File: config.mk
export PLATFORM = sky130hd
export DESIGN_NAME = restart_rate_limiter_fsm_core_flat
export DESIGN_NICKNAME = d
export VERILOG_FILES = /design/src/rtl/rrl_pkg.sv /design/src/rtl/rrl_if.sv /design/src/rtl/restart_rate_limiter_fsm_core.sv /design/src/rtl/rrl_front.sv /design/src/rtl/rrl_back.sv /design/src/flat_wrapper.sv
export SDC_FILE = /design/constraint.sdc
export NUM_CORES = 1
export LEC_CHECK = 0
export BUFFER_PORTS_ARGS = -buffer_cell sky130_fd_sc_hd__buf_2
export CELL_PAD_IN_SITES_DETAIL_PLACEMENT = 0
export CELL_PAD_IN_SITES_GLOBAL_PLACEMENT = 1
export CORE_ASPECT_RATIO = 1.25
export CORE_MARGIN = 2
export CORE_UTILIZATION = 25
export DETAILED_ROUTE_END_ITERATION = 12
export PLACE_DENSITY_LB_ADDON = 0.1
export SLEW_MARGIN = 40
export SYNTH_ARGS = -nofsm -noshare
export SYNTH_HDL_FRONTEND = slang
export SYNTH_HIERARCHICAL = 1
export SYNTH_SLANG_ARGS = --single-unit
File: constraint.sdc
create_clock -name clk -period 25.2 [get_ports clk]
set_clock_uncertainty 0.1 [all_clocks]
set_input_delay 3.78 -clock clk [delete_from_list [all_inputs] [get_ports clk]]
set_output_delay 3.78 -clock clk [all_outputs]
set_load 0.02 [all_outputs]
File: src/rtl/rrl_pkg.sv
// ----------------------------------------------------------------------------
// rrl_pkg: shared types and constants of the restart rate limiter
// Phase, event and sequencer codes, configuration bundle and the queue head
// that travels from the front part to the back part.
// ----------------------------------------------------------------------------
package rrl_pkg;

  localparam int HISTORY_DEPTH_DEF = 8;
  localparam int TIME_BITS_DEF     = 48;

  localparam int CFG_DATA_W  = 32;
  localparam int CFG_INDEX_W = 2;

  // configuration register indexes
  localparam logic [CFG_INDEX_W-1:0] CFG_WINDOW_MS     = 2'd0;
  localparam logic [CFG_INDEX_W-1:0] CFG_MAX_IN_WINDOW = 2'd1;
  localparam logic [CFG_INDEX_W-1:0] CFG_DELAY_MS      = 2'd2;
  localparam logic [CFG_INDEX_W-1:0] CFG_NEVER_RESTART = 2'd3;

  localparam logic [31:0] WINDOW_MS_RST     = 32'd60000;
  localparam logic [7:0]  MAX_IN_WINDOW_RST = 8'd5;
  localparam logic [31:0] DELAY_MS_RST      = 32'd1000;

  // input event kinds
  localparam logic [1:0] MODE_START   = 2'd0;
  localparam logic [1:0] MODE_EXIT    = 2'd1;
  localparam logic [1:0] MODE_TICK    = 2'd2;
  localparam logic [1:0] MODE_OUTCOME = 2'd3;

  typedef enum logic [2:0] {
    PH_STOPPED  = 3'd0,
    PH_STARTING = 3'd1,
    PH_RUNNING  = 3'd2,
    PH_WAIT     = 3'd3,
    PH_CRASH    = 3'd4
  } phase_t;

  typedef enum logic [1:0] {
    ERR_NONE    = 2'd0,
    ERR_INVALID = 2'd1,
    ERR_CRASH   = 2'd2
  } err_t;

  typedef enum logic [2:0] {
    EV_START      = 3'd0,
    EV_EXIT_OK    = 3'd1,
    EV_EXIT_FAIL  = 3'd2,
    EV_TICK       = 3'd3,
    EV_SPAWN_OK   = 3'd4,
    EV_SPAWN_FAIL = 3'd5
  } event_t;

  typedef enum logic [2:0] {
    BK_IDLE   = 3'd0,
    BK_PRUNE  = 3'd1,
    BK_CHECK  = 3'd2,
    BK_SHIFT  = 3'd3,
    BK_APPEND = 3'd4
  } back_state_t;

  typedef struct packed {
    logic [31:0] window_ms;
    logic [7:0]  max_in_window;
    logic [31:0] delay_ms;
    logic        never_restart;
  } cfg_t;

  typedef struct packed {
    logic   valid;
    event_t ev;
  } q_head_t;

  typedef struct packed {
    logic   busy;
    logic   pop;
    phase_t phase;
  } bk_status_t;

endpackage

File: src/rtl/rrl_if.sv
// ----------------------------------------------------------------------------
// rrl_if: event and result channels of the restart rate limiter
// Valid/ready channels; a transfer happens when valid and ready are both high.
// ----------------------------------------------------------------------------
interface rrl_in_if #(
  parameter int TIME_BITS = rrl_pkg::TIME_BITS_DEF
) ();
  logic                 valid;
  logic                 ready;
  logic [1:0]           mode;
  logic [TIME_BITS-1:0] now_ms;
  logic                 failed;

  modport source (output valid, output mode, output now_ms, output failed, input ready);
  modport sink   (input valid, input mode, input now_ms, input failed, output ready);
endinterface

interface rrl_out_if ();
  logic       valid;
  logic       ready;
  logic [2:0] unit_state;
  logic       spawn_request;
  logic [3:0] restarts_counted;
  logic [1:0] error_code;

  modport source (output valid, output unit_state, output spawn_request,
                  output restarts_counted, output error_code, input ready);
  modport sink   (input valid, input unit_state, input spawn_request,
                  input restarts_counted, input error_code, output ready);
endinterface

File: src/rtl/restart_rate_limiter_fsm_core.sv
// ----------------------------------------------------------------------------
// restart_rate_limiter_fsm_core: supervisor of a restartable unit
// Configuration registers, event intake queue and lifecycle sequencer.
// ----------------------------------------------------------------------------
// Every event gives exactly one result. Events land in a two-entry queue and
// leave it one at a time. Start, tick, spawn outcome and clean exit events have
// their result registered when they leave the queue. A failed exit (unless
// never_restart is set), or a failed restart spawn, runs the budget check over
// the history memory, which has one read and one write port; when the history
// is full and the budget allows, the oldest entry is dropped. Results wait in
// an output register while the queue keeps taking events. Configuration is to be
// written by the user through the cfg_ port only while the block is idle; the
// block itself does not enforce this.
module restart_rate_limiter_fsm_core #(
  parameter int HISTORY_DEPTH = rrl_pkg::HISTORY_DEPTH_DEF,
  parameter int TIME_BITS     = rrl_pkg::TIME_BITS_DEF
) (
  input  logic                              clk,
  input  logic                              rst_n,
  rrl_in_if.sink                            in_ch,
  rrl_out_if.source                         out_ch,
  input  logic                              cfg_we,
  input  logic [rrl_pkg::CFG_INDEX_W-1:0]   cfg_index,
  input  logic [rrl_pkg::CFG_DATA_W-1:0]    cfg_wdata
);

  rrl_pkg::cfg_t        cfg_r, cfg_nxt;
  rrl_pkg::q_head_t     head;
  logic [TIME_BITS-1:0] head_now;
  rrl_pkg::bk_status_t  status;

  always_comb begin
    cfg_nxt = cfg_r;
    if (cfg_we) begin
      unique case (cfg_index)
        rrl_pkg::CFG_WINDOW_MS:     cfg_nxt.window_ms     = cfg_wdata;
        rrl_pkg::CFG_MAX_IN_WINDOW: cfg_nxt.max_in_window = cfg_wdata[7:0];
        rrl_pkg::CFG_DELAY_MS:      cfg_nxt.delay_ms      = cfg_wdata;
        rrl_pkg::CFG_NEVER_RESTART: cfg_nxt.never_restart = cfg_wdata[0];
        default:                    cfg_nxt = cfg_r;
      endcase
    end
  end

  always_ff @(posedge clk) begin
    if (!rst_n) begin
      cfg_r.window_ms     <= rrl_pkg::WINDOW_MS_RST;
      cfg_r.max_in_window <= rrl_pkg::MAX_IN_WINDOW_RST;
      cfg_r.delay_ms      <= rrl_pkg::DELAY_MS_RST;
      cfg_r.never_restart <= 1'b0;
    end else begin
      cfg_r <= cfg_nxt;
    end
  end

  rrl_front #(
    .TIME_BITS (TIME_BITS)
  ) u_front (
    .clk      (clk),
    .rst_n    (rst_n),
    .in_ch    (in_ch),
    .pop      (status.pop),
    .head     (head),
    .head_now (head_now)
  );

  rrl_back #(
    .HISTORY_DEPTH (HISTORY_DEPTH),
    .TIME_BITS     (TIME_BITS)
  ) u_back (
    .clk      (clk),
    .rst_n    (rst_n),
    .cfg      (cfg_r),
    .head     (head),
    .head_now (head_now),
    .status   (status),
    .out_ch   (out_ch)
  );

  // the back part only leaves idle with the result slot already drained
  a_busy_no_result: assert property (@(posedge clk) disable iff (!rst_n)
    status.busy |-> !out_ch.valid)
    else $error("result pending while the budget check runs");

  a_pop_has_item: assert property (@(posedge clk) disable iff (!rst_n)
    status.pop |-> head.valid)
    else $error("queue popped while empty");

  // only reset leaves crash loop
  a_crash_sticky: assert property (@(posedge clk) disable iff (!rst_n)
    status.phase == rrl_pkg::PH_CRASH |=> status.phase == rrl_pkg::PH_CRASH)
    else $error("left crash loop without reset");

  a_pop_gives_result: assert property (@(posedge clk) disable iff (!rst_n)
    status.pop && !$past(status.busy) ##1 !status.busy |-> out_ch.valid)
    else $error("event finished without a result");

endmodule

File: src/rtl/rrl_front.sv
// ----------------------------------------------------------------------------
// rrl_front: event intake
// Accepts events, classifies them by kind and failure flag and holds them in
// a two-entry queue for the back part.
// ----------------------------------------------------------------------------
module rrl_front #(
  parameter int TIME_BITS = rrl_pkg::TIME_BITS_DEF
) (
  input  logic                  clk,
  input  logic                  rst_n,
  rrl_in_if.sink                in_ch,
  input  logic                  pop,
  output rrl_pkg::q_head_t      head,
  output logic [TIME_BITS-1:0]  head_now
);

  localparam int Q_DEPTH = 2;

  rrl_pkg::event_t      ev_q_r  [Q_DEPTH];
  logic [TIME_BITS-1:0] now_q_r [Q_DEPTH];
  logic                 wr_ptr_r, wr_ptr_nxt;
  logic                 rd_ptr_r, rd_ptr_nxt;
  logic [1:0]           fill_r, fill_nxt;
  rrl_pkg::event_t      ev_in;
  logic                 push;

  always_comb begin
    unique case (in_ch.mode)
      rrl_pkg::MODE_START: ev_in = rrl_pkg::EV_START;
      rrl_pkg::MODE_EXIT:  ev_in = in_ch.failed ? rrl_pkg::EV_EXIT_FAIL : rrl_pkg::EV_EXIT_OK;
      rrl_pkg::MODE_TICK:  ev_in = rrl_pkg::EV_TICK;
      default:             ev_in = in_ch.failed ? rrl_pkg::EV_SPAWN_FAIL
                                                : rrl_pkg::EV_SPAWN_OK;
    endcase
  end

  assign in_ch.ready = (fill_r != 2'(Q_DEPTH));
  assign push        = in_ch.valid && in_ch.ready;

  assign head.valid = (fill_r != 2'd0);
  assign head.ev    = ev_q_r[rd_ptr_r];
  assign head_now   = now_q_r[rd_ptr_r];

  always_comb begin
    wr_ptr_nxt = push ? ~wr_ptr_r : wr_ptr_r;
    rd_ptr_nxt = pop ? ~rd_ptr_r : rd_ptr_r;
    fill_nxt   = fill_r + 2'(push) - 2'(pop);
  end

  always_ff @(posedge clk) begin
    if (!rst_n) begin
      wr_ptr_r <= 1'b0;
      rd_ptr_r <= 1'b0;
      fill_r   <= 2'd0;
    end else begin
      wr_ptr_r <= wr_ptr_nxt;
      rd_ptr_r <= rd_ptr_nxt;
      fill_r   <= fill_nxt;
    end
  end

  always_ff @(posedge clk) begin
    if (push) begin
      ev_q_r[wr_ptr_r]  <= ev_in;
      now_q_r[wr_ptr_r] <= in_ch.now_ms;
    end
  end

endmodule

File: src/rtl/rrl_back.sv
// ----------------------------------------------------------------------------
// rrl_back: lifecycle sequencer and restart history
// Carries out queued events against the unit phase, walks the history memory
// to prune old restarts or drop the oldest one, and registers the result.
// ----------------------------------------------------------------------------
module rrl_back #(
  parameter int HISTORY_DEPTH = rrl_pkg::HISTORY_DEPTH_DEF,
  parameter int TIME_BITS     = rrl_pkg::TIME_BITS_DEF
) (
  input  logic                  clk,
  input  logic                  rst_n,
  input  rrl_pkg::cfg_t         cfg,
  input  rrl_pkg::q_head_t      head,
  input  logic [TIME_BITS-1:0]  head_now,
  output rrl_pkg::bk_status_t   status,
  rrl_out_if.source             out_ch
);

  localparam int CNT_W = $clog2(HISTORY_DEPTH + 1);
  localparam int IDX_W = (HISTORY_DEPTH > 1) ? $clog2(HISTORY_DEPTH) : 1;

  rrl_pkg::back_state_t state_r, state_nxt;
  rrl_pkg::phase_t      phase_r, phase_nxt;
  logic                 is_restart_r, is_restart_nxt;
  logic [CNT_W-1:0]     count_r, count_nxt;
  logic [TIME_BITS-1:0] due_r, due_nxt;
  logic [TIME_BITS-1:0] now_r, now_nxt;
  logic [CNT_W-1:0]     rd_idx_r, rd_idx_nxt;
  logic [CNT_W-1:0]     kept_r, kept_nxt;
  logic                 rd_vld_r, rd_vld_nxt;
  logic [TIME_BITS-1:0] rd_data_r;

  logic                 res_valid_r, res_valid_nxt;
  rrl_pkg::phase_t      res_phase_r, res_phase_nxt;
  logic                 res_spawn_r, res_spawn_nxt;
  logic [CNT_W-1:0]     res_count_r, res_count_nxt;
  rrl_pkg::err_t        res_err_r, res_err_nxt;

  logic [TIME_BITS-1:0] hist_mem [HISTORY_DEPTH];

  // idle decode
  logic                 out_free;
  logic                 do_pop;
  logic                 fail_path;
  rrl_pkg::phase_t      ev_phase;
  logic                 ev_spawn;
  logic                 ev_restart;
  rrl_pkg::err_t        ev_err;

  // walk and datapath
  logic                 walk_issue;
  logic                 walk_done;
  logic                 too_old;
  logic                 keep;
  logic                 budget_ok;
  logic                 hist_full;
  logic [TIME_BITS:0]   due_sum;
  logic [TIME_BITS-1:0] due_sat;
  logic                 mem_we;
  logic [IDX_W-1:0]     mem_waddr;
  logic [TIME_BITS-1:0] mem_wdata;

  assign out_free = !res_valid_r || out_ch.ready;
  assign do_pop   = (state_r == rrl_pkg::BK_IDLE) && head.valid && out_free;

  always_comb begin
    ev_phase   = phase_r;
    ev_spawn   = 1'b0;
    ev_restart = is_restart_r;
    ev_err     = rrl_pkg::ERR_NONE;
    fail_path  = 1'b0;
    unique case (head.ev)
      rrl_pkg::EV_START: begin
        if (phase_r == rrl_pkg::PH_STOPPED) begin
          ev_phase   = rrl_pkg::PH_STARTING;
          ev_restart = 1'b0;
          ev_spawn   = 1'b1;
        end else begin
          ev_err = rrl_pkg::ERR_INVALID;
        end
      end
      rrl_pkg::EV_EXIT_OK: begin
        if (phase_r == rrl_pkg::PH_RUNNING) ev_phase = rrl_pkg::PH_STOPPED;
        else ev_err = rrl_pkg::ERR_INVALID;
      end
      rrl_pkg::EV_EXIT_FAIL: begin
        if (phase_r != rrl_pkg::PH_RUNNING) ev_err = rrl_pkg::ERR_INVALID;
        else if (cfg.never_restart) ev_phase = rrl_pkg::PH_STOPPED;
        else fail_path = 1'b1;
      end
      rrl_pkg::EV_TICK: begin
        if (phase_r == rrl_pkg::PH_WAIT && head_now >= due_r) begin
          ev_phase   = rrl_pkg::PH_STARTING;
          ev_restart = 1'b1;
          ev_spawn   = 1'b1;
        end else if (phase_r == rrl_pkg::PH_CRASH) begin
          ev_err = rrl_pkg::ERR_CRASH;
        end
      end
      rrl_pkg::EV_SPAWN_OK: begin
        if (phase_r == rrl_pkg::PH_STARTING) ev_phase = rrl_pkg::PH_RUNNING;
        else ev_err = rrl_pkg::ERR_INVALID;
      end
      rrl_pkg::EV_SPAWN_FAIL: begin
        if (phase_r != rrl_pkg::PH_STARTING) ev_err = rrl_pkg::ERR_INVALID;
        else if (!is_restart_r) ev_phase = rrl_pkg::PH_STOPPED;
        else fail_path = 1'b1;
      end
      default: begin
        ev_err = rrl_pkg::ERR_INVALID;
      end
    endcase
  end

  // history walk: one read issued per cycle, registered data judged in the next cycle
  assign walk_issue = (rd_idx_r < count_r);
  assign walk_done  = !rd_vld_r && !walk_issue;
  assign too_old    = (now_r >= rd_data_r) &&
                      ((now_r - rd_data_r) > TIME_BITS'(cfg.window_ms));
  assign keep       = (state_r == rrl_pkg::BK_SHIFT) || !too_old;
  assign budget_ok  = (8'(count_r) < cfg.max_in_window);
  assign hist_full  = (count_r == CNT_W'(HISTORY_DEPTH));
  assign due_sum    = {1'b0, now_r} + (TIME_BITS + 1)'(cfg.delay_ms);
  assign due_sat    = due_sum[TIME_BITS] ? '1 : due_sum[TIME_BITS-1:0];

  // next state
  always_comb begin
    state_nxt = state_r;
    unique case (state_r)
      rrl_pkg::BK_IDLE: begin
        if (do_pop && fail_path) state_nxt = rrl_pkg::BK_PRUNE;
      end
      rrl_pkg::BK_PRUNE: begin
        if (walk_done) state_nxt = rrl_pkg::BK_CHECK;
      end
      rrl_pkg::BK_CHECK: begin
        if (!budget_ok) state_nxt = rrl_pkg::BK_IDLE;
        else if (hist_full) state_nxt = rrl_pkg::BK_SHIFT;
        else state_nxt = rrl_pkg::BK_APPEND;
      end
      rrl_pkg::BK_SHIFT: begin
        if (walk_done) state_nxt = rrl_pkg::BK_APPEND;
      end
      rrl_pkg::BK_APPEND: begin
        state_nxt = rrl_pkg::BK_IDLE;
      end
      default: begin
        state_nxt = rrl_pkg::BK_IDLE;
      end
    endcase
  end

  // datapath and outputs
  always_comb begin
    phase_nxt      = phase_r;
    is_restart_nxt = is_restart_r;
    count_nxt      = count_r;
    due_nxt        = due_r;
    now_nxt        = now_r;
    rd_idx_nxt     = rd_idx_r;
    kept_nxt       = kept_r;
    rd_vld_nxt     = 1'b0;
    res_valid_nxt  = out_ch.ready ? 1'b0 : res_valid_r;
    res_phase_nxt  = res_phase_r;
    res_spawn_nxt  = res_spawn_r;
    res_count_nxt  = res_count_r;
    res_err_nxt    = res_err_r;
    mem_we         = 1'b0;
    mem_waddr      = kept_r[IDX_W-1:0];
    mem_wdata      = rd_data_r;
    unique case (state_r)
      rrl_pkg::BK_IDLE: begin
        if (do_pop) begin
          if (fail_path) begin
            now_nxt    = head_now;
            rd_idx_nxt = '0;
            kept_nxt   = '0;
          end else begin
            phase_nxt      = ev_phase;
            is_restart_nxt = ev_restart;
            res_valid_nxt  = 1'b1;
            res_phase_nxt  = ev_phase;
            res_spawn_nxt  = ev_spawn;
            res_count_nxt  = count_r;
            res_err_nxt    = ev_err;
          end
        end
      end
      rrl_pkg::BK_PRUNE,
      rrl_pkg::BK_SHIFT: begin
        rd_vld_nxt = walk_issue;
        if (walk_issue) rd_idx_nxt = rd_idx_r + 1'b1;
        if (rd_vld_r && keep) begin
          mem_we   = 1'b1;
          kept_nxt = kept_r + 1'b1;
        end
        // compaction shortens the history once the walk ends
        if (walk_done && state_r == rrl_pkg::BK_PRUNE) count_nxt = kept_r;
      end
      rrl_pkg::BK_CHECK: begin
        if (!budget_ok) begin
          phase_nxt     = rrl_pkg::PH_CRASH;
          res_valid_nxt = 1'b1;
          res_phase_nxt = rrl_pkg::PH_CRASH;
          res_spawn_nxt = 1'b0;
          res_count_nxt = count_r;
          res_err_nxt   = rrl_pkg::ERR_CRASH;
        end else if (hist_full) begin
          // drop the oldest entry by copying the rest down one place
          rd_idx_nxt = CNT_W'(1);
          kept_nxt   = '0;
        end
      end
      rrl_pkg::BK_APPEND: begin
        mem_we        = 1'b1;
        mem_wdata     = now_r;
        count_nxt     = kept_r + 1'b1;
        due_nxt       = due_sat;
        phase_nxt     = rrl_pkg::PH_WAIT;
        res_valid_nxt = 1'b1;
        res_phase_nxt = rrl_pkg::PH_WAIT;
        res_spawn_nxt = 1'b0;
        res_count_nxt = kept_r + 1'b1;
        res_err_nxt   = rrl_pkg::ERR_NONE;
      end
      default: begin
        rd_vld_nxt = 1'b0;
      end
    endcase
  end

  always_ff @(posedge clk) begin
    if (!rst_n) begin
      state_r      <= rrl_pkg::BK_IDLE;
      phase_r      <= rrl_pkg::PH_STOPPED;
      is_restart_r <= 1'b0;
      count_r      <= '0;
      due_r        <= '0;
      rd_vld_r     <= 1'b0;
      res_valid_r  <= 1'b0;
    end else begin
      state_r      <= state_nxt;
      phase_r      <= phase_nxt;
      is_restart_r <= is_restart_nxt;
      count_r      <= count_nxt;
      due_r        <= due_nxt;
      rd_vld_r     <= rd_vld_nxt;
      res_valid_r  <= res_valid_nxt;
    end
  end

  always_ff @(posedge clk) begin
    now_r       <= now_nxt;
    rd_idx_r    <= rd_idx_nxt;
    kept_r      <= kept_nxt;
    res_phase_r <= res_phase_nxt;
    res_spawn_r <= res_spawn_nxt;
    res_count_r <= res_count_nxt;
    res_err_r   <= res_err_nxt;
  end

  always_ff @(posedge clk) begin
    if (mem_we) hist_mem[mem_waddr] <= mem_wdata;
    if (walk_issue) rd_data_r <= hist_mem[rd_idx_r[IDX_W-1:0]];
  end

  assign out_ch.valid            = res_valid_r;
  assign out_ch.unit_state       = res_phase_r;
  assign out_ch.spawn_request    = res_spawn_r;
  assign out_ch.restarts_counted = 4'(res_count_r);
  assign out_ch.error_code       = res_err_r;

  assign status.busy  = (state_r != rrl_pkg::BK_IDLE);
  assign status.pop   = do_pop;
  assign status.phase = phase_r;

endmodule
File: src/flat_wrapper.sv
// flat-port wrapper written by rule: the top's interface ports become plain ports
module restart_rate_limiter_fsm_core_flat 
#(
  parameter int HISTORY_DEPTH = rrl_pkg::HISTORY_DEPTH_DEF,
  parameter int TIME_BITS     = rrl_pkg::TIME_BITS_DEF
)
  (clk, rst_n, cfg_we, cfg_index, cfg_wdata, in_ch_valid, in_ch_mode, in_ch_now_ms, in_ch_failed, in_ch_ready, out_ch_valid, out_ch_unit_state, out_ch_spawn_request, out_ch_restarts_counted, out_ch_error_code, out_ch_ready);
  rrl_in_if #(.TIME_BITS(TIME_BITS)) in_ch_i ();
  rrl_out_if out_ch_i ();
  input  logic clk;
  input  logic rst_n;
  input  logic cfg_we;
  input  logic [rrl_pkg::CFG_INDEX_W-1:0] cfg_index;
  input  logic [rrl_pkg::CFG_DATA_W-1:0] cfg_wdata;
  input wire logic [$bits(in_ch_i.valid)-1:0] in_ch_valid;
  input wire logic [$bits(in_ch_i.mode)-1:0] in_ch_mode;
  input wire logic [$bits(in_ch_i.now_ms)-1:0] in_ch_now_ms;
  input wire logic [$bits(in_ch_i.failed)-1:0] in_ch_failed;
  output wire logic [$bits(in_ch_i.ready)-1:0] in_ch_ready;
  output wire logic [$bits(out_ch_i.valid)-1:0] out_ch_valid;
  output wire logic [$bits(out_ch_i.unit_state)-1:0] out_ch_unit_state;
  output wire logic [$bits(out_ch_i.spawn_request)-1:0] out_ch_spawn_request;
  output wire logic [$bits(out_ch_i.restarts_counted)-1:0] out_ch_restarts_counted;
  output wire logic [$bits(out_ch_i.error_code)-1:0] out_ch_error_code;
  input wire logic [$bits(out_ch_i.ready)-1:0] out_ch_ready;
  assign in_ch_i.valid = in_ch_valid;
  assign in_ch_i.mode = in_ch_mode;
  assign in_ch_i.now_ms = in_ch_now_ms;
  assign in_ch_i.failed = in_ch_failed;
  assign in_ch_ready = in_ch_i.ready;
  assign out_ch_valid = out_ch_i.valid;
  assign out_ch_unit_state = out_ch_i.unit_state;
  assign out_ch_spawn_request = out_ch_i.spawn_request;
  assign out_ch_restarts_counted = out_ch_i.restarts_counted;
  assign out_ch_error_code = out_ch_i.error_code;
  assign out_ch_i.ready = out_ch_ready;
  restart_rate_limiter_fsm_core #(.HISTORY_DEPTH(HISTORY_DEPTH), .TIME_BITS(TIME_BITS)) u_core (.clk(clk), .rst_n(rst_n), .in_ch(in_ch_i), .out_ch(out_ch_i), .cfg_we(cfg_we), .cfg_index(cfg_index), .cfg_wdata(cfg_wdata));
endmodule
==> results.toml <==
[route]
drt.antenna.violating_nets = 0
via_per_inst = 4.63
mean_routed_wirelength_per_cell_um = 22.2
drt_first_iter_violations = 1480
route.vias.total = 21911
remaining_drc_errors = 0
drt_pre_antenna_iters = 7
drt_wl_total_um = 105000

[synthesis]
synth.distinct_cells = 94
yosys.area.top_type_share = 0.511
ys_ff_latch = 739
synth_edf_count = 600
yosys.area.top_type = "sky130_fd_sc_hd__edfxtp_1"
syn_inst = 2672
synth.net_count = 2933
syn_area_um2 = 35200
synth_ff_type = "sky130_fd_sc_hd__edfxtp_1"
post_synth_main_area_contributors = "sky130_fd_sc_hd__edfxtp_1 51%, sky130_fd_sc_hd__dfxtp_1 7.9%, sky130_fd_sc_hd__mux4_2 6.1%"
async_reset_ff_frac = 0
warnings_synthesis = 6
syn_avg_cell_area_um2 = 13.2
yosysSeqAreaShare = 0.590

[clock_network]
postCtsSetupRepairBufs = 0
clock-root-buffer = "sky130_fd_sc_hd__clkbuf_16"
cts_max_level = 3
cts_buffers = 83
clock-sinks = 739
clkTransAtPathRegs_ns = 0.06
max-clock-path-buffers = 3
tritoncts_clock_tree = "done"
clock_insertion_delay_worst_skew_ns = 0.67
post_cts_resized = 0
post_cts_hold_buffer_count = 0

[pwr]
cellLeakagePower_nw = 14.3
power_report.internal_total_mw = 2.23
seqPwrFrac = 0.463
worst_supply_voltage_drop_on_vdd_mv = 0.0422
pwr_density_cell_nw_per_um2 = 74.3
power.share.combinational = 0.142
switching_share = 0.266
switching_power_uw = 807
power.share.clock = 0.394

[timing]
period_share = 0.301
grt_setup_unrepaired = "no"
max_freq_mhz = 132
max_slew_margin = 0.442
timing_worst_slew_pin_value_ns = 0.816
finalSetupTns_ns = 0
setup-violations-final = 0
finalHoldWorstSlack_ns = 0.353
finalMaxSlewViolations = 0
final-hold-violation-count = 0
min_period_ns = 7.59
setup_ws_ns = 17.61

[hold_path]
hold_start = "u_core/cfg_r[40]"
hold_path_class = "reg2reg"

[layout]
finalInstanceArea_um2 = 40800
final_net_count = 3056
layout.filler_cells = 14220
post_route_cells_drive_above_1_share = 0.184
area_delta_synth_final_pct = 15.9

[critical_path]
critical_path_launch_point_type = "flop"
worst-path-max-fanout = 37
crit_path_category = "reg2reg"
endpoint_kind = "flop"
worstSetupStartpoint = "u_core/u_back/now_r[0]"
worstPathRequired_ns = 25.37
worstPathArrival_ns = 7.76
launching_point_of_the_worst_reg2reg_path = "u_core/u_back/now_r[0]"
rrSetupSlack_ns = 17.61

[global_routing]
via_count_of_the_first_global_routing_pass = 23061
residual_overflow_from_global_routing = 0
grt_start_max_net_pins = 71
number_of_antenna_violations_at_the_first_check_in_global_routing = 2
grt_pass1_wl_um = 155000
track_usage = 0.145

[floorplanning]
die_w_um = 340
number_of_rows_in_the_core_area = 154
die_area_um2 = 144000
core_area_um2 = 140000
io_pins = 102
die_height_um = 424
start_util = 0.251

[placement]
globalplace.congestion = 0.820
place_ws_ns = 17.60
placement.io_buffers = 101
cell_area_after_placement_um2 = 38100
post-dp-hpwl_um = 74500

[run]
maxCapViolCount = 0

[run_status]
status = "finished, final reports clean"
==> metrics by stage <==
step | utilization | total power, mW | cells
2_1_floorplan | - | 1.72 | 2672
3_3_place_gp | 0.271 | 1.87 | 4578
3_5_place_dp | 0.271 | 1.87 | 4580
4_1_cts | 0.290 | 3.09 | 4729
5_1_grt | 0.291 | 3.18 | 4731
6_report | 0.291 | 3.03 | 4732
==> Yosys cell counts, drive strengths merged, types with 23 or more instances <==
library cell / instances
a21o: 54
a21oi: 134
a221oi: 37
buf: 44
clkbuf: 71
dfxtp: 139
edfxtp: 600
ha: 169
inv: 192
mux2: 99
mux2i: 70
mux4: 96
nand2: 240
nand3: 40
nand4: 41
nor2: 103
nor2b: 27
nor3: 25
o211ai: 23
o21a: 26
o21ai: 138
xnor2: 39
xor2: 32
==> flip-flops by register name, summed over array words and instances, names as in the netlist, 2 cells and up, named ones only <==
name	count
u_core/u_back/kept_r	4
u_core/u_front/ev_q_r	6
u_core/u_back/out_ch.error_code	2
u_core/u_back/now_r	48
u_core/u_back/state_r	3
u_core/u_back/count_r	4
u_core/u_back/hist_mem	384
u_core/u_front/now_q_r	96
u_core/cfg_r	73
u_core/u_back/rd_data_r	48
u_core/u_back/phase_r	3
u_core/u_back/out_ch.unit_state	3
u_core/u_back/rd_idx_r	4
u_core/u_front/fill_r	2
u_core/u_back/due_r	48
u_core/u_back/out_ch.restarts_counted	4
==> placed cells by master (no fill, tap or decap), drive strengths merged, types with 99 or more instances in the layout <==
cell / Yosys / final
mux2: 99 / 99
o21ai: 138 / 138
ha: 169 / 169
nand2: 240 / 240
a21oi: 134 / 134
inv: 192 / 197
nor2: 103 / 103
clkbuf: 71 / 106
edfxtp: 600 / 600
dfxtp: 139 / 139
buf: 44 / 153
==> worst max-delay path: stages (launching register included) <==
cell,delay [ns]
sky130_fd_sc_hd__edfxtp_1,0.38
sky130_fd_sc_hd__inv_1,0.07
sky130_fd_sc_hd__ha_1,0.22
sky130_fd_sc_hd__fa_1,0.40
sky130_fd_sc_hd__nand2b_1,0.19
sky130_fd_sc_hd__a21o_1,0.24
sky130_fd_sc_hd__a211o_1,0.34
sky130_fd_sc_hd__nand4_1,0.25
sky130_fd_sc_hd__o21ai_0,0.17
sky130_fd_sc_hd__nor2b_1,0.19
sky130_fd_sc_hd__o21ba_2,0.23
sky130_fd_sc_hd__xnor2_1,0.14
sky130_fd_sc_hd__ha_1,0.31
sky130_fd_sc_hd__nand4_1,0.16
sky130_fd_sc_hd__nor4_1,0.41
sky130_fd_sc_hd__nand3_1,0.19
sky130_fd_sc_hd__o21ai_2,0.15
sky130_fd_sc_hd__o211ai_2,0.11
sky130_fd_sc_hd__or4_1,0.53
sky130_fd_sc_hd__or4_4,0.51
sky130_fd_sc_hd__nor4_4,0.36
sky130_fd_sc_hd__nand4_2,0.32
sky130_fd_sc_hd__a21oi_4,0.54
sky130_fd_sc_hd__buf_4,0.66
==> cell type report <==
type / count / area, um^2 / area share
flip-flops and latches: 739 / 20800 / 0.509
clock buffers: 106 / 2260 / 0.0553
multi-input cells: 1626 / 13300 / 0.326
clock inverters: 43 / 419 / 0.0103
repair buffers: 153 / 975 / 0.0239
well taps: 1872 / 2340 / 0.0574
inverters: 192 / 723 / 0.0177
diodes: 1 / 2.50 / 0.0000613
==> power by group through the flow <==
stage / sequential (mW) / combinational, mW / clock [mW]
after global placement: 1.43 / 0.434 / 0
after detailed placement: 1.43 / 0.436 / 0
after global routing: 1.41 / 0.482 / 1.29
after CTS: 1.41 / 0.440 / 1.25
after floorplan: 1.43 / 0.286 / 0
final: 1.41 / 0.432 / 1.20
==> cells by family (layout without fill, tap and decap cells) <==
logic type / after synthesis / count (layout) / synth area share
XOR/XNOR: 71 / 71 / 0.0177
other: 0 / 1 / 0
AO/OA/AOI/OAI: 541 / 541 / 0.101
flip-flops: 739 / 739 / 0.590
adder cells (fa/ha/maj): 171 / 171 / 0.0612
AND/OR/NAND/NOR: 578 / 578 / 0.0797
buffers and inverters: 307 / 494 / 0.0368
multiplexers: 265 / 265 / 0.113
==> final timing paths <==
path,end,depth (start not counted)
max,u_core/u_back/hist_mem[4][27],23
min,u_core/cfg_r[40],2
max reg2reg,u_core/u_back/hist_mem[4][27],23
min reg2reg,u_core/cfg_r[40],2
==> per-layer routing <==
metal / GRT usage / up-vias / share of wire
met4: 0.0543 / 0 / 0.033
met3: 0.0193 / 136 / 0.032
met5: 0 / - / 0
met1: 0.190 / 11015 / 0.45
met2: 0.245 / 374 / 0.48
li1: - / 10386 / -
Note: power is estimated with default switching activity, not from simulation.
